<file path="src/hdl/rcc_pkg.sv">
// ----------------------------------------------------------------------------
// rcc_pkg: shared definitions for the RC channel conditioner
// Field widths, mapping constants and the shared divider geometry.
// ----------------------------------------------------------------------------
package rcc_pkg;

   localparam int CHAN_W     = 4;
   localparam int RAW_W      = 11;
   localparam int VALUE_W    = 9;
   localparam int DB_W       = 7;
   localparam int SAMPLE_W   = 8;

   localparam int CSR_ADDR_W = 3;
   localparam int CSR_DATA_W = 32;

   localparam int DEFAULT_WINDOW_DEPTH = 5;
   localparam logic [DB_W-1:0] DEADBAND_RESET = 7'd2;

   // Shared divider: unsigned dividend and divisor, several quotient bits per cycle.
   localparam int DIV_N_W       = 20;
   localparam int DIV_D_W       = 11;
   localparam int DIV_STEP_BITS = 4;
   localparam int DIV_CYCLES    = DIV_N_W / DIV_STEP_BITS;

   localparam logic [RAW_W-1:0]   MAP_LO       = 11'd172;
   localparam logic [DIV_D_W-1:0] MAP_SPAN     = 11'd1639;
   localparam logic [DIV_D_W-1:0] SLIDER_SPAN  = 11'd254;

   typedef struct packed {
      logic push;
      logic sel;
   } win_cmd_type;

endpackage

</file>
<file path="src/hdl/rcc_if.sv">
// ----------------------------------------------------------------------------
// rcc_if: item channels of the RC channel conditioner
// Valid/ready channels for raw channel samples and conditioned values.
// ----------------------------------------------------------------------------
interface rcc_req_if;
   import rcc_pkg::*;

   logic              valid;
   logic              ready;
   logic [CHAN_W-1:0] channel;
   logic [RAW_W-1:0]  raw_value;

   modport source (output valid, output channel, output raw_value, input ready);
   modport sink   (input valid, input channel, input raw_value, output ready);
endinterface

interface rcc_rsp_if;
   import rcc_pkg::*;

   logic                      valid;
   logic                      ready;
   logic signed [VALUE_W-1:0] value;

   modport source (output valid, output value, input ready);
   modport sink   (input valid, input value, output ready);
endinterface

</file>
<file path="src/hdl/rc_channel_conditioner_unit.sv">
// ----------------------------------------------------------------------------
// rc_channel_conditioner_unit: RC receiver channel conditioner
// Every item goes through the mapping division; sticks, switches and unused
// channels are then conditioned, sliders take a second division, and gyro
// channels sum their window one sample per cycle and divide by the fill count.
// A new item is accepted only after the previous result has been issued.
// Reset: synchronous; clears the sequencer, fill counts and the deadband to 2.
// ----------------------------------------------------------------------------
module rc_channel_conditioner_unit #(
   parameter int WINDOW_DEPTH = rcc_pkg::DEFAULT_WINDOW_DEPTH
) (
   input  logic                            clock,
   input  logic                            reset,
   rcc_req_if.sink                         req_chan,
   rcc_rsp_if.source                       rsp_chan,
   input  logic                            csr_psel,
   input  logic                            csr_penable,
   input  logic                            csr_pwrite,
   input  logic [rcc_pkg::CSR_ADDR_W-1:0]  csr_paddr,
   input  logic [rcc_pkg::CSR_DATA_W-1:0]  csr_pwdata,
   output logic [rcc_pkg::CSR_DATA_W-1:0]  csr_prdata,
   output logic                            csr_pready
);
   import rcc_pkg::*;

   localparam int IDX_W  = (WINDOW_DEPTH > 1) ? $clog2(WINDOW_DEPTH) : 1;
   localparam int FILL_W = $clog2(WINDOW_DEPTH + 1);
   localparam int SUM_W  = SAMPLE_W + $clog2(WINDOW_DEPTH);

   localparam logic signed [VALUE_W-1:0] SW_DOWN = 9'sd0;
   localparam logic signed [VALUE_W-1:0] SW_MID  = 9'sd1;
   localparam logic signed [VALUE_W-1:0] SW_UP   = 9'sd2;
   localparam logic signed [VALUE_W-1:0] SW_ON   = 9'sd1;

   typedef enum logic [3:0] {
      S_IDLE, S_MAP_GO, S_MAP_WAIT, S_COND, S_SLD_GO, S_SUM, S_AVG_GO,
      S_DIV_WAIT, S_DONE
   } state_type;

   typedef enum logic [2:0] {
      K_STICK, K_SLIDER, K_TRI, K_DUAL, K_GYRO_X, K_GYRO_Y, K_NONE
   } kind_type;

   state_type                  state_ff, state_in;
   logic [CHAN_W-1:0]          chan_ff, chan_in;
   logic [RAW_W-1:0]           raw_ff, raw_in;
   logic signed [SAMPLE_W-1:0] v_ff, v_in;
   logic signed [VALUE_W-1:0]  res_ff, res_in;
   logic [IDX_W-1:0]           idx_ff, idx_in;
   logic signed [SUM_W-1:0]    acc_ff, acc_in;
   logic                       rsp_valid_ff, rsp_valid_in;
   logic signed [VALUE_W-1:0]  rsp_value_ff, rsp_value_in;

   kind_type                   kind;
   logic [DB_W-1:0]            deadband;
   logic                       div_start;
   logic                       div_done;
   logic [DIV_N_W-1:0]         div_dividend;
   logic [DIV_D_W-1:0]         div_divisor;
   logic [DIV_N_W-1:0]         div_quot;
   win_cmd_type                win_cmd;
   logic signed [SAMPLE_W-1:0] win_rd_data;
   logic [FILL_W-1:0]          win_fill;

   logic signed [RAW_W:0]      map_diff;
   logic                       map_neg;
   logic [RAW_W-1:0]           map_mag;
   logic [DIV_N_W-1:0]         map_num;
   logic signed [RAW_W-1:0]    map_q;
   logic signed [RAW_W-1:0]    map_sgn;
   logic signed [RAW_W-1:0]    map_full;
   logic signed [SAMPLE_W-1:0] map_val;
   logic [SAMPLE_W-1:0]        v_abs;
   logic signed [SAMPLE_W-1:0] c_val;
   logic signed [SAMPLE_W-1:0] t_val;
   logic signed [SAMPLE_W-1:0] neg_t;
   logic [VALUE_W-1:0]         sld_sum;
   logic [SAMPLE_W-1:0]        sld_s;
   logic [DIV_N_W-1:0]         sld_num;
   logic [SUM_W-1:0]           acc_mag;
   logic signed [VALUE_W-1:0]  avg_q;
   logic signed [VALUE_W-1:0]  tri_res;
   logic signed [VALUE_W-1:0]  dual_res;

   rcc_csr u_csr (
      .clock    (clock),
      .reset    (reset),
      .psel     (csr_psel),
      .penable  (csr_penable),
      .pwrite   (csr_pwrite),
      .paddr    (csr_paddr),
      .pwdata   (csr_pwdata),
      .prdata   (csr_prdata),
      .pready   (csr_pready),
      .deadband (deadband)
   );

   rcc_divider u_divider (
      .clock    (clock),
      .reset    (reset),
      .start    (div_start),
      .dividend (div_dividend),
      .divisor  (div_divisor),
      .done     (div_done),
      .quotient (div_quot)
   );

   rcc_window #(
      .WINDOW_DEPTH (WINDOW_DEPTH),
      .IDX_W        (IDX_W),
      .FILL_W       (FILL_W)
   ) u_window (
      .clock   (clock),
      .reset   (reset),
      .cmd     (win_cmd),
      .sample  (v_ff),
      .rd_idx  (idx_ff),
      .rd_data (win_rd_data),
      .fill    (win_fill)
   );

   always_comb begin
      case (chan_ff) inside
         [4'd0:4'd3]: kind = K_STICK;
         [4'd4:4'd5]: kind = K_SLIDER;
         [4'd6:4'd7]: kind = K_TRI;
         [4'd8:4'd9]: kind = K_DUAL;
         4'd10:       kind = K_GYRO_X;
         4'd11:       kind = K_GYRO_Y;
         default:     kind = K_NONE;
      endcase
   end

   // Linear map: (raw - 172) * 254 / 1639 - 127, quotient truncated toward zero.
   assign map_diff = $signed({1'b0, raw_ff}) - $signed({1'b0, MAP_LO});
   assign map_neg  = map_diff[RAW_W];
   assign map_mag  = map_neg ? RAW_W'(-map_diff) : RAW_W'(map_diff);
   assign map_num  = DIV_N_W'({map_mag, 8'b0}) - DIV_N_W'({map_mag, 1'b0});
   assign map_q    = $signed({2'b00, div_quot[VALUE_W-1:0]});
   assign map_sgn  = map_neg ? -map_q : map_q;
   assign map_full = map_sgn - 11'sd127;
   assign map_val  = (map_full >= -11'sd127 && map_full <= 11'sd127) ?
                     map_full[SAMPLE_W-1:0] : '0;

   assign v_abs = v_ff[SAMPLE_W-1] ? SAMPLE_W'(-v_ff) : SAMPLE_W'(v_ff);
   assign c_val = (v_abs > {1'b0, deadband}) ? v_ff : '0;
   assign t_val = 8'sd127 - $signed({1'b0, deadband});
   assign neg_t = -t_val;

   always_comb begin
      if (c_val <= neg_t) begin
         tri_res = SW_DOWN;
      end else if (c_val == '0) begin
         tri_res = SW_MID;
      end else if (c_val >= t_val) begin
         tri_res = SW_UP;
      end else begin
         tri_res = SW_DOWN;
      end
      if (c_val <= neg_t) begin
         dual_res = SW_DOWN;
      end else if (c_val >= t_val) begin
         dual_res = SW_ON;
      end else begin
         dual_res = SW_DOWN;
      end
   end

   // Slider: (v + 127) * 255 / 254.
   assign sld_sum = {v_ff[SAMPLE_W-1], v_ff} + 9'd127;
   assign sld_s   = sld_sum[SAMPLE_W-1:0];
   assign sld_num = DIV_N_W'({sld_s, 8'b0}) - DIV_N_W'(sld_s);

   assign acc_mag = acc_ff[SUM_W-1] ? SUM_W'(-acc_ff) : SUM_W'(acc_ff);
   assign avg_q   = $signed({2'b00, div_quot[SAMPLE_W-2:0]});

   assign div_start = (state_ff == S_MAP_GO) || (state_ff == S_SLD_GO) ||
                      (state_ff == S_AVG_GO);

   always_comb begin
      case (state_ff)
         S_SLD_GO: begin
            div_dividend = sld_num;
            div_divisor  = SLIDER_SPAN;
         end
         S_AVG_GO: begin
            div_dividend = DIV_N_W'(acc_mag);
            div_divisor  = DIV_D_W'(win_fill);
         end
         default: begin
            div_dividend = map_num;
            div_divisor  = MAP_SPAN;
         end
      endcase
   end

   assign win_cmd.push = (state_ff == S_COND) && (kind == K_GYRO_X || kind == K_GYRO_Y);
   assign win_cmd.sel  = (kind == K_GYRO_Y);

   assign req_chan.ready = (state_ff == S_IDLE);
   assign rsp_chan.valid = rsp_valid_ff;
   assign rsp_chan.value = rsp_value_ff;

   always_comb begin
      state_in     = state_ff;
      chan_in      = chan_ff;
      raw_in       = raw_ff;
      v_in         = v_ff;
      res_in       = res_ff;
      idx_in       = idx_ff;
      acc_in       = acc_ff;
      rsp_valid_in = rsp_valid_ff;
      rsp_value_in = rsp_value_ff;

      if (rsp_valid_ff && rsp_chan.ready) begin
         rsp_valid_in = 1'b0;
      end

      case (state_ff)
         S_IDLE: begin
            if (req_chan.valid) begin
               chan_in  = req_chan.channel;
               raw_in   = req_chan.raw_value;
               state_in = S_MAP_GO;
            end
         end
         S_MAP_GO: begin
            state_in = S_MAP_WAIT;
         end
         S_MAP_WAIT: begin
            if (div_done) begin
               v_in     = map_val;
               state_in = S_COND;
            end
         end
         S_COND: begin
            case (kind)
               K_STICK: begin
                  res_in   = {c_val[SAMPLE_W-1], c_val};
                  state_in = S_DONE;
               end
               K_SLIDER: begin
                  state_in = S_SLD_GO;
               end
               K_TRI: begin
                  res_in   = tri_res;
                  state_in = S_DONE;
               end
               K_DUAL: begin
                  res_in   = dual_res;
                  state_in = S_DONE;
               end
               K_GYRO_X, K_GYRO_Y: begin
                  acc_in   = '0;
                  idx_in   = '0;
                  state_in = S_SUM;
               end
               default: begin
                  res_in   = '0;
                  state_in = S_DONE;
               end
            endcase
         end
         S_SLD_GO: begin
            state_in = S_DIV_WAIT;
         end
         S_SUM: begin
            acc_in = acc_ff + SUM_W'(win_rd_data);
            idx_in = idx_ff + IDX_W'(1);
            if (FILL_W'(idx_ff) == win_fill - FILL_W'(1)) begin
               state_in = S_AVG_GO;
            end
         end
         S_AVG_GO: begin
            state_in = S_DIV_WAIT;
         end
         S_DIV_WAIT: begin
            if (div_done) begin
               if (kind == K_SLIDER) begin
                  res_in = $signed({1'b0, div_quot[SAMPLE_W-1:0]});
               end else begin
                  res_in = acc_ff[SUM_W-1] ? -avg_q : avg_q;
               end
               state_in = S_DONE;
            end
         end
         S_DONE: begin
            if (!rsp_valid_ff || rsp_chan.ready) begin
               rsp_valid_in = 1'b1;
               rsp_value_in = res_ff;
               state_in     = S_IDLE;
            end
         end
         default: begin
            state_in = S_IDLE;
         end
      endcase
   end

   always_ff @(posedge clock) begin
      if (reset) begin
         state_ff     <= S_IDLE;
         rsp_valid_ff <= 1'b0;
      end else begin
         state_ff     <= state_in;
         rsp_valid_ff <= rsp_valid_in;
      end
      chan_ff      <= chan_in;
      raw_ff       <= raw_in;
      v_ff         <= v_in;
      res_ff       <= res_in;
      idx_ff       <= idx_in;
      acc_ff       <= acc_in;
      rsp_value_ff <= rsp_value_in;
   end

`ifndef ASSERT_OFF
   a_accept_starts_map: assert property (@(posedge clock) disable iff (reset)
      (req_chan.valid && req_chan.ready) |=> (state_ff == S_MAP_GO))
      else $error("accepted item did not start the mapping division");

   a_rsp_from_done: assert property (@(posedge clock) disable iff (reset)
      $rose(rsp_valid_ff) |-> $past(state_ff == S_DONE))
      else $error("result item raised outside the completion state");

   a_div_done_waited: assert property (@(posedge clock) disable iff (reset)
      div_done |-> (state_ff == S_MAP_WAIT || state_ff == S_DIV_WAIT))
      else $error("divider finished while the sequencer was not waiting");

   a_fill_bounded: assert property (@(posedge clock) disable iff (reset)
      win_fill <= FILL_W'(WINDOW_DEPTH))
      else $error("gyro window fill count exceeds its depth");
`endif

endmodule

</file>
<file path="src/hdl/rcc_csr.sv">
// ----------------------------------------------------------------------------
// rcc_csr: configuration register block
// APB-style access to the deadband register.
// ----------------------------------------------------------------------------
module rcc_csr (
   input  logic                            clock,
   input  logic                            reset,
   input  logic                            psel,
   input  logic                            penable,
   input  logic                            pwrite,
   input  logic [rcc_pkg::CSR_ADDR_W-1:0]  paddr,
   input  logic [rcc_pkg::CSR_DATA_W-1:0]  pwdata,
   output logic [rcc_pkg::CSR_DATA_W-1:0]  prdata,
   output logic                            pready,
   output logic [rcc_pkg::DB_W-1:0]        deadband
);
   import rcc_pkg::*;

   localparam logic REG_DEADBAND = 1'b0;

   logic [DB_W-1:0] deadband_ff;
   logic            reg_index;
   logic            wr_en;

   assign reg_index = paddr[CSR_ADDR_W-1];
   assign wr_en     = psel && penable && pwrite;
   assign pready    = 1'b1;
   assign deadband  = deadband_ff;
   assign prdata    = (reg_index == REG_DEADBAND) ? CSR_DATA_W'(deadband_ff) : '0;

   always_ff @(posedge clock) begin
      if (reset) begin
         deadband_ff <= DEADBAND_RESET;
      end else if (wr_en && reg_index == REG_DEADBAND) begin
         deadband_ff <= pwdata[DB_W-1:0];
      end
   end

endmodule

</file>
<file path="src/hdl/rcc_divider.sv">
// ----------------------------------------------------------------------------
// rcc_divider: shared iterative divider
// Unsigned restoring division, a few quotient bits per clock cycle.
// ----------------------------------------------------------------------------
module rcc_divider (
   input  logic                         clock,
   input  logic                         reset,
   input  logic                         start,
   input  logic [rcc_pkg::DIV_N_W-1:0]  dividend,
   input  logic [rcc_pkg::DIV_D_W-1:0]  divisor,
   output logic                         done,
   output logic [rcc_pkg::DIV_N_W-1:0]  quotient
);
   import rcc_pkg::*;

   localparam int CNT_W = (DIV_CYCLES > 1) ? $clog2(DIV_CYCLES) : 1;

   logic               busy_ff;
   logic               done_ff;
   logic [CNT_W-1:0]   cnt_ff;
   logic [DIV_N_W-1:0] num_ff;
   logic [DIV_D_W-1:0] rem_ff;
   logic [DIV_D_W-1:0] den_ff;
   logic [DIV_N_W-1:0] step_num;
   logic [DIV_D_W-1:0] step_rem;

   always_comb begin
      logic [DIV_D_W:0] trial;
      step_num = num_ff;
      step_rem = rem_ff;
      for (int k = 0; k < DIV_STEP_BITS; k++) begin
         trial    = {step_rem, step_num[DIV_N_W-1]};
         step_num = {step_num[DIV_N_W-2:0], 1'b0};
         if (trial >= {1'b0, den_ff}) begin
            step_rem    = DIV_D_W'(trial - {1'b0, den_ff});
            step_num[0] = 1'b1;
         end else begin
            step_rem = trial[DIV_D_W-1:0];
         end
      end
   end

   always_ff @(posedge clock) begin
      if (reset) begin
         busy_ff <= 1'b0;
         done_ff <= 1'b0;
         cnt_ff  <= '0;
      end else begin
         done_ff <= 1'b0;
         if (start) begin
            busy_ff <= 1'b1;
            cnt_ff  <= '0;
         end else if (busy_ff) begin
            cnt_ff <= cnt_ff + CNT_W'(1);
            if (cnt_ff == CNT_W'(DIV_CYCLES - 1)) begin
               busy_ff <= 1'b0;
               done_ff <= 1'b1;
            end
         end
      end
   end

   always_ff @(posedge clock) begin
      if (start) begin
         num_ff <= dividend;
         den_ff <= divisor;
         rem_ff <= '0;
      end else if (busy_ff) begin
         num_ff <= step_num;
         rem_ff <= step_rem;
      end
   end

   assign done     = done_ff;
   assign quotient = num_ff;

endmodule

</file>
<file path="src/hdl/rcc_window.sv">
// ----------------------------------------------------------------------------
// rcc_window: gyro sample windows
// Two sample shift lines with saturating fill counts and one read port.
// ----------------------------------------------------------------------------
module rcc_window #(
   parameter int WINDOW_DEPTH = rcc_pkg::DEFAULT_WINDOW_DEPTH,
   parameter int IDX_W        = (WINDOW_DEPTH > 1) ? $clog2(WINDOW_DEPTH) : 1,
   parameter int FILL_W       = $clog2(WINDOW_DEPTH + 1)
) (
   input  logic                                clock,
   input  logic                                reset,
   input  rcc_pkg::win_cmd_type                cmd,
   input  logic signed [rcc_pkg::SAMPLE_W-1:0] sample,
   input  logic [IDX_W-1:0]                    rd_idx,
   output logic signed [rcc_pkg::SAMPLE_W-1:0] rd_data,
   output logic [FILL_W-1:0]                   fill
);
   import rcc_pkg::*;

   logic signed [SAMPLE_W-1:0] win_ff [2][WINDOW_DEPTH];
   logic [FILL_W-1:0]          fill_ff [2];

   for (genvar r = 0; r < 2; r++) begin : g_row
      always_ff @(posedge clock) begin
         if (cmd.push && cmd.sel == 1'(r)) begin
            win_ff[r][0] <= sample;
            for (int i = 1; i < WINDOW_DEPTH; i++) begin
               win_ff[r][i] <= win_ff[r][i-1];
            end
         end
      end

      always_ff @(posedge clock) begin
         if (reset) begin
            fill_ff[r] <= '0;
         end else if (cmd.push && cmd.sel == 1'(r) &&
                      fill_ff[r] != FILL_W'(WINDOW_DEPTH)) begin
            fill_ff[r] <= fill_ff[r] + FILL_W'(1);
         end
      end
   end

   assign rd_data = win_ff[cmd.sel][rd_idx];
   assign fill    = fill_ff[cmd.sel];

endmodule
</file>
<file path="src/flat_wrapper.sv">
// flat-port wrapper written by rule: the top's interface ports become plain ports
module rc_channel_conditioner_unit_flat import rcc_pkg::*;
#(
   parameter int WINDOW_DEPTH = rcc_pkg::DEFAULT_WINDOW_DEPTH
)
  (clock, reset, csr_psel, csr_penable, csr_pwrite, csr_paddr, csr_pwdata, csr_prdata, csr_pready, req_chan_valid, req_chan_channel, req_chan_raw_value, req_chan_ready, rsp_chan_valid, rsp_chan_value, rsp_chan_ready);
  rcc_req_if req_chan_i ();
  rcc_rsp_if rsp_chan_i ();
  input  logic clock;
  input  logic reset;
  input  logic csr_psel;
  input  logic csr_penable;
  input  logic csr_pwrite;
  input  logic [rcc_pkg::CSR_ADDR_W-1:0] csr_paddr;
  input  logic [rcc_pkg::CSR_DATA_W-1:0] csr_pwdata;
  output logic [rcc_pkg::CSR_DATA_W-1:0] csr_prdata;
  output logic csr_pready;
  input wire logic [$bits(req_chan_i.valid)-1:0] req_chan_valid;
  input wire logic [$bits(req_chan_i.channel)-1:0] req_chan_channel;
  input wire logic [$bits(req_chan_i.raw_value)-1:0] req_chan_raw_value;
  output wire logic [$bits(req_chan_i.ready)-1:0] req_chan_ready;
  output wire logic [$bits(rsp_chan_i.valid)-1:0] rsp_chan_valid;
  output wire logic [$bits(rsp_chan_i.value)-1:0] rsp_chan_value;
  input wire logic [$bits(rsp_chan_i.ready)-1:0] rsp_chan_ready;
  assign req_chan_i.valid = req_chan_valid;
  assign req_chan_i.channel = req_chan_channel;
  assign req_chan_i.raw_value = req_chan_raw_value;
  assign req_chan_ready = req_chan_i.ready;
  assign rsp_chan_valid = rsp_chan_i.valid;
  assign rsp_chan_value = rsp_chan_i.value;
  assign rsp_chan_i.ready = rsp_chan_ready;
  rc_channel_conditioner_unit #(.WINDOW_DEPTH(WINDOW_DEPTH)) u_core (.clock(clock), .reset(reset), .req_chan(req_chan_i), .rsp_chan(rsp_chan_i), .csr_psel(csr_psel), .csr_penable(csr_penable), .csr_pwrite(csr_pwrite), .csr_paddr(csr_paddr), .csr_pwdata(csr_pwdata), .csr_prdata(csr_prdata), .csr_pready(csr_pready));
endmodule
</file>
<file path="config.mk">
export PLATFORM = sky130hd
export DESIGN_NAME = rc_channel_conditioner_unit_flat
export DESIGN_NICKNAME = d
export VERILOG_FILES = /design/src/hdl/rcc_pkg.sv /design/src/hdl/rcc_if.sv /design/src/hdl/rc_channel_conditioner_unit.sv /design/src/hdl/rcc_csr.sv /design/src/hdl/rcc_divider.sv /design/src/hdl/rcc_window.sv /design/src/flat_wrapper.sv
export SDC_FILE = /design/constraint.sdc
export NUM_CORES = 1
export LEC_CHECK = 0
export BUFFER_PORTS_ARGS = -buffer_cell sky130_fd_sc_hd__clkbuf_2
export CAP_MARGIN = 25
export CORE_MARGIN = 4
export CORE_UTILIZATION = 41
export DETAILED_ROUTE_END_ITERATION = 10
export HOLD_SLACK_MARGIN = 0.08
export SETUP_SLACK_MARGIN = 0.1
export SYNTH_ARGS = -nofsm -noshare
export SYNTH_HDL_FRONTEND = slang
export SYNTH_SLANG_ARGS = --single-unit
</file>
<file path="constraint.sdc">
create_clock -name clock -period 9.22 [get_ports clock]
set_input_delay 0 -clock clock [delete_from_list [all_inputs] [get_ports clock]]
set_output_delay 0 -clock clock [all_outputs]
set_load 0.02 [all_outputs]
</file>
After elaboration in Yosys (flattened, before gate mapping)
Memory sizes are Yosys's and may differ from the RTL's.
Cells that the tools add are included.
{"block": "op_classes", "add_sub_neg": 22, "magnitude_cmp": 18, "eq_ne": 26, "muxes": 72, "bitwise": 6, "n_reduce_logical": 37}
{"cell": "$mux W11", "n": 8}
{"cell": "$mux W9", "n": 6}
{"cell": "$ge A12 B11 Y1", "n": 4}
{"cell": "$pmux W11 S2", "n": 2}
{"cell": "$sub A11 B11 Y11", "n": 4}
{"cell": "$mux W20", "n": 2}
{"cell": "$mux W40", "n": 1}
{"cell": "$pmux W20 S2", "n": 1}
{"cell": "$reduce_or A40 Y1", "n": 1}
{"cell": "$pmux W9 S4", "n": 1}
{"cell": "$mux W8", "n": 4}
{"cell": "$pmux W4 S8", "n": 1}
{"cell": "$mux W1", "n": 26}
{"cell": "$bmux W8 S3", "n": 1}
{"cell": "$mux W3", "n": 8}
{"cell": "$neg A11 Y11", "n": 2}
{"cell": "$mux W4", "n": 5}
{"cell": "$sub A19 B12 Y20", "n": 1}
{"cell": "$pmux W9 S2", "n": 1}
{"cell": "$sub A16 B8 Y17", "n": 1}
{"cell": "$eq A4 B3 Y1 const B", "n": 4}
{"cell": "$neg A8 Y8", "n": 2}
{"cell": "$logic_and A1 B1 Y1", "n": 14}
{"cell": "$add A3 B1 Y3 const B", "n": 4}
{"cell": "other kinds (47)", "n": 77}
{"block": "word_totals", "regBits": 114, "mem_bits_rw": 86, "in_bits": 57, "out_inout_bits": 44, "memories": 2}
{"memory": "u_core.u_window.win_ff", "words": 2, "width": 40, "rd": 3, "rd_ports_with_merged_regs": 0, "wr": 1, "line_no": "rcc_window.sv:20", "rtl": "logic signed [SAMPLE_W-1:0] win_ff [2][WINDOW_DEPTH];"}
{"memory": "u_core.u_window.fill_ff", "words": 2, "width": 3, "rd": 3, "rd_ports_with_merged_regs": 0, "wr": 2, "line_no": "rcc_window.sv:21", "rtl": "logic [FILL_W-1:0] fill_ff [2];"}

Logic depth before layout (Yosys ltp)
Gate-level depths: netlist (run 1).
{"block": "logic_depth", "depth_word": 16, "ltp_mapped": 45}

Cells and area by module
From an unflattened synthesis (run 1), not the netlist that was laid out.
{"block": "hier_totals", "hier_cells": 1436, "hier_area_um2": 14417.6}
{"module": "rc_channel_conditioner_unit", "instances": 1, "cells_per_inst": 746, "area_per_inst_um2": 6175.9}
{"module": "rcc_divider", "instances": 1, "cells_per_inst": 439, "area_per_inst_um2": 4209.0}
{"module": "rcc_window", "instances": 1, "cells_per_inst": 185, "area_per_inst_um2": 3450.8}
{"module": "rcc_csr", "instances": 1, "cells_per_inst": 66, "area_per_inst_um2": 581.8}

Least setup slack after synthesis (run 1)
OpenSTA, ideal clock, no wires.
{"block": "synth_path", "path_kind": "reg2reg", "start": "reg u_core.u_divider.den_ff[0]", "end": "reg u_core.u_divider.rem_ff[0]", "setup_time_ns": 0.066, "arrival_ns": 9.416, "setup_slack_ns": -0.263, "path_stages_with_launch": 43, "n_path_buf": 5, "cell_sequence": "edfxtp_1 > ha_1 > fa_1 > nand2b_1 > o2bb2ai_1 > a2111o_1 > nand2_2 > clkbuf_1 > a21oi_1 > fa_1 > a211oi_1 > o21ai_0 > a211oi_1 > a31o_4 > and2_4 > buf_6 > clkbuf_1 > mux2_2 > [... 7 more ...] > o21a_1 > a22oi_2 > clkbuf_1 > o21ai_0 > ha_1 > nor2b_1 > o21ai_0 > a21boi_0 > o21ai_0 > a21boi_0 > o21a_1 > nor3_1 > nand3_1 > o211ai_1 > and3_1 > buf_6 > mux2_4 > a21oi_2"}
{"block": "synth_between", "elab_chain_len": 8, "elab_cells_between_ends": 12, "cone_classes": "add/sub: 4; order compare: 4; mux: 4"}
{"item": "start: declaration", "line_no": "rcc_divider.sv:23", "rtl": "logic [DIV_D_W-1:0] den_ff;"}
{"item": "start signal: assignment", "line_no": "rcc_divider.sv:66", "rtl": "den_ff <= divisor;"}
{"item": "$sub A11 B11 Y11 or $ge A12 B11 Y1 (tied branches)", "line_no": "rcc_divider.sv:35, rcc_divider.sv:34"}
{"item": "$mux W11", "line_no": "rcc_divider.sv:34", "rtl": "if (trial >= {1'b0, den_ff}) begin"}
{"item": "$sub A11 B11 Y11 or $ge A12 B11 Y1 (tied branches)", "line_no": "rcc_divider.sv:35, rcc_divider.sv:34"}
{"item": "$mux W11", "line_no": "rcc_divider.sv:34"}
{"item": "$sub A11 B11 Y11 or $ge A12 B11 Y1 (tied branches)", "line_no": "rcc_divider.sv:35, rcc_divider.sv:34"}
{"item": "$mux W11", "line_no": "rcc_divider.sv:34"}
{"item": "$ge A12 B11 Y1", "line_no": "rcc_divider.sv:34"}
{"item": "$mux W11 (*)", "line_no": "rcc_divider.sv:34"}
{"item": "end signal: assignment", "line_no": "rcc_divider.sv:70", "rtl": "rem_ff <= step_rem;"}
{"item": "end: declaration", "line_no": "rcc_divider.sv:22", "rtl": "logic [DIV_D_W-1:0] rem_ff;"}
Mark *: on every way between the ends. The rest lies on a longest branch, timed or not.
A chain may end at the register's enable or synchronous reset.

Worst setup path after layout (run 1)
{"block": "layout_path", "start": "reg u_core.u_divider.den_ff[0]", "end": "reg u_core.u_divider.rem_ff[1]"}
{"block": "layout_between", "elab_chain_len": 8, "elab_cells_between_ends": 12, "cone_classes": "add/sub: 4; order compare: 4; mux: 4"}
{"item": "$sub A11 B11 Y11 or $ge A12 B11 Y1 (tied branches)", "line_no": "rcc_divider.sv:35, rcc_divider.sv:34"}
{"item": "$mux W11", "line_no": "rcc_divider.sv:34"}
{"item": "$sub A11 B11 Y11 or $ge A12 B11 Y1 (tied branches)", "line_no": "rcc_divider.sv:35, rcc_divider.sv:34"}
{"item": "$mux W11", "line_no": "rcc_divider.sv:34"}
{"item": "$ge A12 B11 Y1 or $sub A11 B11 Y11 (tied branches)", "line_no": "rcc_divider.sv:34, rcc_divider.sv:35"}
{"item": "$mux W11", "line_no": "rcc_divider.sv:34"}
{"item": "$sub A11 B11 Y11 or $ge A12 B11 Y1 (tied branches)", "line_no": "rcc_divider.sv:35, rcc_divider.sv:34"}
{"item": "$mux W11 (*)", "line_no": "rcc_divider.sv:34"}
Marks and branches as above.

==> results.cfg, run 1 <==
[timing]
finalHoldViolations = 0
setup_viol = 0
rsz0062_at_grt = no
slew_violations = 0
setup_tns_ns = 0
post-route-min-period_ns = 8.636
fin_skew_ns = 0.01394
relSlewSlack = 0.3283
fin_crit_sh = 0.9367
clock.fmax_mhz = 115.8
tightest_slew_ns = 1.008

[route]
avgRoutedWirePerCell_microns = 16.74
wirelength_microns = 32410
firstDrtPassIters = 6
drt-vias-per-instance = 5.435
drc_errors = 0
drt_iter0_drc = 692
final_antenna_net_count = 0
vias = 10520

[clocking]
cts_sinks = 195
htreeDepth = 4
cts.clk_slew.worst_paths_ns = 0.08
clockRootBuffer = clkbuf_16
cts_buffer_depth = 2
cts_buffers = 17
clk_latency_ns = 0.44
cts_tree = done

[pwr]
p_leak_uw = 0.005957
total_power_uw = 4670
p_seq_frac = 0.246
p_int_uw = 2634
combPwrFrac = 0.602
switchingPower_uw = 2036
power_density_nw_per_um2 = 306.1
switching_share = 0.4360
clkPwrFrac = 0.152
ir_drop_v = 0.0002341

[global_routing]
antenna_found_initial = 0
grt_max_degree = 41
grt_pass1_vias = 9976
grt_pass1_wl_microns = 52550
grt.overflow.total = 0
grt_use_total = 0.1788

[final_layout]
mostFrequentLayoutCell = edfxtp_1
multi_input_area_sq_um = 7527
area_growth_pct = 11.76
diodes = 0
mostFrequentLayoutCells = edfxtp_1, nor2_1, nand2_1
nFillCells = 3140
seqCellArea_sq_um = 5575
nets = 1637
drive_gt1_frac = 0.1245
final_cell_area_sq_um = 15260

[setup_path]
path_class = reg2reg
critPathMostFrequentCell = ha_1
critPathArrivalTime_ns = 9.02
required_ns = 9.60
reg2reg_depth = 37
end_kind = flop
cp_max_fo = 16
cp-start-kind = flop
max_stage_delay_ns = 0.47
cp_slowest_cell = a2111o_1

[run_status]
status = complete, no violations

[floorplanning]
die_w_microns = 190.5
ios = 101
die_area_sq_um = 36280
initial_core_util = 0.4175
die_h_microns = 190.5
core-area_sq_um = 32700
std_cell_rows = 66

[worst_hold_path]
min_path_type = in2reg
min_path_cells = 2

[synth]
ys_seq_area_frac = 0.4084
syn_area_per_cell_sq_um = 9.655
yosys_warnings = 0
synth_flop_cell = edfxtp_1
netlist_area_sq_um = 13650
synth_edf_count = 167
syn_inst = 1414
ys_ff_latch = 195
synthArstFlopShare = 0
synthDistinctLibCells = 80

[place]
port-buffer-count = 47
placed_area_sq_um = 14400
gp_congestion = 0.8868
hpwl_microns = 24350

[run]
drv_cap = 0
==> sequential cells by signal, summed over array words and instances (netlist names), 6 cells and up <==
name	cells
u_core.rsp_chan.value	9
u_core.acc_ff	11
u_core.u_divider.den_ff	6
u_core.v_ff	8
u_core.res_ff	9
u_core.u_csr.deadband	7
u_core.u_divider.quotient	20
u_core.u_window.fill_ff	6
u_core.raw_ff	11
u_core.u_window.win_ff	80
u_core.u_divider.rem_ff	11
==> cells in the mapped netlist (4+ instances only) <==
library cell | instances | area (sq um)
buf_4 | 26 | 195.2
a21o_1 | 10 | 75.07
xor2_1 | 38 | 332.8
clkbuf_1 | 50 | 187.7
a211oi_1 | 14 | 105.1
nand3b_1 | 9 | 67.56
mux2_2 | 12 | 135.1
or4_1 | 4 | 30.03
buf_2 | 4 | 20.02
a221oi_1 | 5 | 43.79
nand3_1 | 40 | 200.2
nand2_1 | 109 | 409.1
or2_2 | 9 | 56.30
a211o_1 | 5 | 43.79
mux2i_1 | 29 | 290.3
nor2_1 | 149 | 559.3
fa_1 | 5 | 100.1
o21a_1 | 13 | 97.59
o22ai_1 | 4 | 25.02
o21bai_1 | 11 | 82.58
a22oi_1 | 6 | 45.04
dfxtp_1 | 28 | 560.5
or3_1 | 12 | 75.07
nor3b_1 | 6 | 45.04
xnor2_1 | 80 | 700.7
mux4_2 | 16 | 360.4
nor4_1 | 8 | 50.05
a21oi_1 | 94 | 470.5
and3_1 | 6 | 37.54
nor3_1 | 37 | 185.2
and2_1 | 17 | 106.4
nor2b_1 | 18 | 112.6
nand4_1 | 17 | 106.4
o21ai_0 | 85 | 425.4
nand2b_1 | 20 | 125.1
inv_1 | 76 | 285.3
ha_1 | 94 | 1176
o31ai_1 | 11 | 82.58
o211ai_1 | 13 | 97.59
edfxtp_1 | 167 | 5015
==> metal layers <==
| layer | up-vias | share of wire | wire length, microns | GRT usage |
|---|---|---|---|---|
| met3 | 33 | 0.041 | 1316 | 0.02142 |
| met5 | - | 0 | 0 | 0 |
| met1 | 5025 | 0.46 | 15070 | 0.2469 |
| met4 | 0 | 0.013 | 435 | 0.04199 |
| met2 | 270 | 0.48 | 15590 | 0.3024 |
| li1 | 5194 | - | - | - |
==> final timing paths <==
kind / from / end / slack, ns
setup / recovery: u_core.u_divider.den_ff[0]$_DFFE_PN_ / u_core.u_divider.rem_ff[1]$_SDFFE_PN0P_ / 0.58
hold / removal: reset / u_core.u_csr.deadband[6]$_SDFFE_PP0P_ / 0.14
setup reg to reg: u_core.u_divider.den_ff[0]$_DFFE_PN_ / u_core.u_divider.rem_ff[1]$_SDFFE_PN0P_ / 0.58
hold reg to reg: u_core.res_ff[3]$_DFFE_PP_ / u_core.rsp_chan.value[3]$_DFFE_PP_ / 0.43
==> power groups by stage <==
| stage | Combinational [uW] | Sequential [uW] | Clock [uW] |
|---|---|---|---|
| 2_1_floorplan | 2090 | 1110 | 0 |
| 3_3_place_gp | 2630 | 1160 | 0 |
| 3_5_place_dp | 2670 | 1160 | 0 |
| 4_1_cts | 2690 | 1150 | 726 |
| 5_1_grt | 3110 | 1160 | 765 |
| 6_report | 2810 | 1150 | 711 |
==> kinds of logic after synthesis <==
family	share of synthesized area
AO/OA/AOI/OAI	0.1435
XOR/XNOR	0.07570
adder cells (fa/ha/maj)	0.09348
buffers and inverters	0.05288
flip-flops	0.4084
multiplexers	0.05976
other	0.0005501
AND/OR/NAND/NOR	0.1657
==> cell type report <==
| class | instances | share of cell area |
|---|---|---|
| Multi-Input combinational cell | 1082 | 0.4934 |
| Sequential cell | 195 | 0.3654 |
| Timing Repair Buffer | 109 | 0.04994 |
| Tap cell | 442 | 0.03625 |
| Clock buffer | 18 | 0.02813 |
| Inverter | 76 | 0.01870 |
| Clock inverter | 14 | 0.008201 |
==> stage by stage <==
stage                     hold slack, ns  std cells  worst slack [ns]  utilization
after global placement            0.1779       1880            0.2758       0.4403
final                             0.1401       1936            0.5840       0.4666
after floorplan                  0.07674       1438            0.1204            -
after detailed placement          0.1786       1880            0.1309       0.4403
after global routing              0.1669       1936            0.1162       0.4666
after CTS                         0.1281       1935            0.1119       0.4643
==> timing repair <==
item,4_1_cts,5_1_grt
setup buffers,0,1
hold buffers,23,0
endpoints found under the hold margin,24,0
gates resized for setup,0,24
setup endpoints to repair,0,12
==> critical path: cells and delay by family (launching register included) <==
family                   cells  cell delay, ns
AO/OA/AOI/OAI               17            3.49
adder cells (fa/ha/maj)      5            1.71
buffers and inverters        3            0.50
flip-flops                   1            0.40
multiplexers                 3            1.07
AND/OR/NAND/NOR              9            1.40
Note: power is estimated with default switching activity, not from simulation.
==> inputs of run 2 (changes only) <==
- PLACE_DENSITY: not set -> 0.66
==> run 2 against run 1 <==
Compared with the run above: sequential share of layout area rose by 0.10 points; utilization fell by 0.13 points; non-clock buffer count decreased by 10; critical path depth grew 2; hold slack gained 0.0056 ns; maximum frequency increased by 0.37%; clock-buffer cell count shrank 1; combinational power down 4%; register-to-register slack better by 0.03 ns; final cell count is 0.52% lower; die area unchanged; critical path type unchanged; largest cell class unchanged; largest power group unchanged.
==> results.cfg, run 2 (synthesized netlist as in run 1, its figures left out) <==
[worst_hold_path]
min_path_type = in2reg
min_path_cells = 2
worstHoldStart = reset
whs_endpoint = u_core.u_csr.deadband[5]$_SDFFE_PP0P_

[timing]
post-route-min-period_ns = 8.605
setup_tns_ns = 0
relSlewSlack = 0.3063
fin_skew_ns = 0.008248
setup_viol = 0
clock.fmax_mhz = 116.2
slew_violations = 0
tightest_slew_ns = 1.041
fin_crit_sh = 0.9332
finalHoldViolations = 0
rsz0062_at_grt = no

[setup_path]
reg2reg_depth = 39
r2r-end = u_core.u_divider.rem_ff[1]$_SDFFE_PN0P_
reg2reg_setup_slack_ns = 0.62
cp_slowest_cell = a2111o_1
max_stage_delay_ns = 0.43
end_kind = flop
required_ns = 9.60
cp-start-kind = flop
crit_family = compound AO/OA/AOI/OAI gates
cp_max_fo = 9
reg2reg_from = u_core.u_divider.den_ff[0]$_DFFE_PN_
path_class = reg2reg
critPathBufInv = 1
critPathArrivalTime_ns = 8.99

[route]
final_antenna_net_count = 0
drt-vias-per-instance = 5.416
drc_errors = 0
firstDrtPassIters = 6
avgRoutedWirePerCell_microns = 16.67
wirelength_microns = 32100
vias = 10430
drt_iter0_drc = 727

[clocking]
clockRootBuffer = clkbuf_16
cts_sinks = 195
cts_tree = done
cts_buffer_depth = 2
htreeDepth = 4
clk_latency_ns = 0.44
cts_buffers = 17
cts.clk_slew.worst_paths_ns = 0.07

[run_status]
status = complete, no violations

[pwr]
p_leak_uw = 0.005932
power_density_nw_per_um2 = 302.1
ir_drop_v = 0.0003181

[floorplanning]
initial_core_util = 0.4175
die_w_microns = 190.5
die_area_sq_um = 36280
std_cell_rows = 66
core-area_sq_um = 32700
die_h_microns = 190.5
ios = 101

[global_routing]
grt_use_total = 0.1779
antenna_found_initial = 0
grt_pass1_wl_microns = 52420
grt_max_degree = 43
grt.overflow.total = 0
grt_pass1_vias = 10200

[final_layout]
mostFrequentLayoutCells = edfxtp_1, nor2_1, nand2_1
top_register = u_core.u_window.win_ff
nFillCells = 3081
largest_reg_flops = 80
area_growth_pct = 11.45
fin_util = 0.4653
mostFrequentLayoutCell = edfxtp_1
drive_gt1_frac = 0.1193
diodes = 0
nets = 1627

[place]
hpwl_microns = 23650
port-buffer-count = 47
gp_congestion = 0.9107

[run]
drv_cap = 0
==> run 2: cell count changes in the layout (fill, tap and decap cells not counted), moves of 2 or more <==
cell / delta
clkinv_2: +3
bufinv_16: +2
mux2i_1: +2
buf_4: -9
inv_8: +2
inv_6: -4
==> run 2: how the worst max path moves through the flow <==
stage,endpoint,depth (start not counted),start
floorplan,u_core.u_divider.rem_ff[0]$_SDFFE_PN0P_,43,u_core.u_divider.den_ff[0]$_DFFE_PN_
detailed placement,u_core.u_divider.rem_ff[1]$_SDFFE_PN0P_,39,u_core.u_divider.den_ff[0]$_DFFE_PN_
finish,u_core.u_divider.rem_ff[1]$_SDFFE_PN0P_,39,u_core.u_divider.den_ff[0]$_DFFE_PN_
global placement,u_core.u_divider.rem_ff[1]$_SDFFE_PN0P_,39,u_core.u_divider.den_ff[0]$_DFFE_PN_
global route,u_core.u_divider.rem_ff[1]$_SDFFE_PN0P_,40,u_core.u_divider.den_ff[0]$_DFFE_PN_
CTS,u_core.u_divider.rem_ff[1]$_SDFFE_PN0P_,39,u_core.u_divider.den_ff[0]$_DFFE_PN_
==> run 2: what timing repair did <==
| item | CTS | global route |
|---|---|---|
| gates resized for setup | 1 | 22 |
| pin swaps | 0 | 10 |
| buffers inserted | 0 | 4 |
| hold endpoints to repair | 24 | 0 |
| gates cloned | 0 | 0 |
| hold buffers | 23 | 0 |
| endpoints found under the setup margin | 2 | 12 |
==> run 2: stage by stage <==
step           total power, uW  hold WS, ns  area, sq um  setup slack [ns]  instances
5_1_grt                   4950       0.1659        15210            0.1214       1926
2_1_floorplan             3201      0.07674        13760            0.1204       1438
3_5_place_dp              3748       0.1786        14300            0.1266       1867
4_1_cts                   4521       0.1336        15120            0.1584       1922
6_report                  4597       0.1457        15210            0.6154       1926
3_3_place_gp              3703       0.1782        14300            0.2727       1867
==> run 2: layout make-up <==
cell class	count	area, sq um	area share
inverter	76	289.0	0.01900
tap	442	553.0	0.03635
clock inverter	15	160.2	0.01053
sequential	195	5575	0.3664
multi-input combinational	1082	7528	0.4948
clock buffer	17	425.4	0.02796
timing repair buffer	99	683.2	0.04490
==> run 2: metal layers <==
metal | up-vias | track usage | part of all wire
met5 | - | 0 | 0
met4 | 0 | 0.04309 | 0.016
met3 | 39 | 0.02655 | 0.041
met2 | 264 | 0.3002 | 0.48
met1 | 4953 | 0.2423 | 0.46
li1 | 5175 | - | -
==> run 2: where the power goes <==
group	total, uW	switching [uW]	internal, uW
clock network	748	345	403
logic	2690	1540	1150
registers	1160	99.8	1060
total	4600	1980	2610
==> run 2: worst register-to-register path, delay by kind of cell (launching register included) <==
family | cells | cell delay, ns
buffers and inverters | 1 | 0.17
AOI/OAI and AO/OA | 20 | 3.96
and+or+nand+nor | 11 | 1.71
adders and majority gates | 5 | 1.65
muxes | 2 | 0.67
DFF | 1 | 0.41
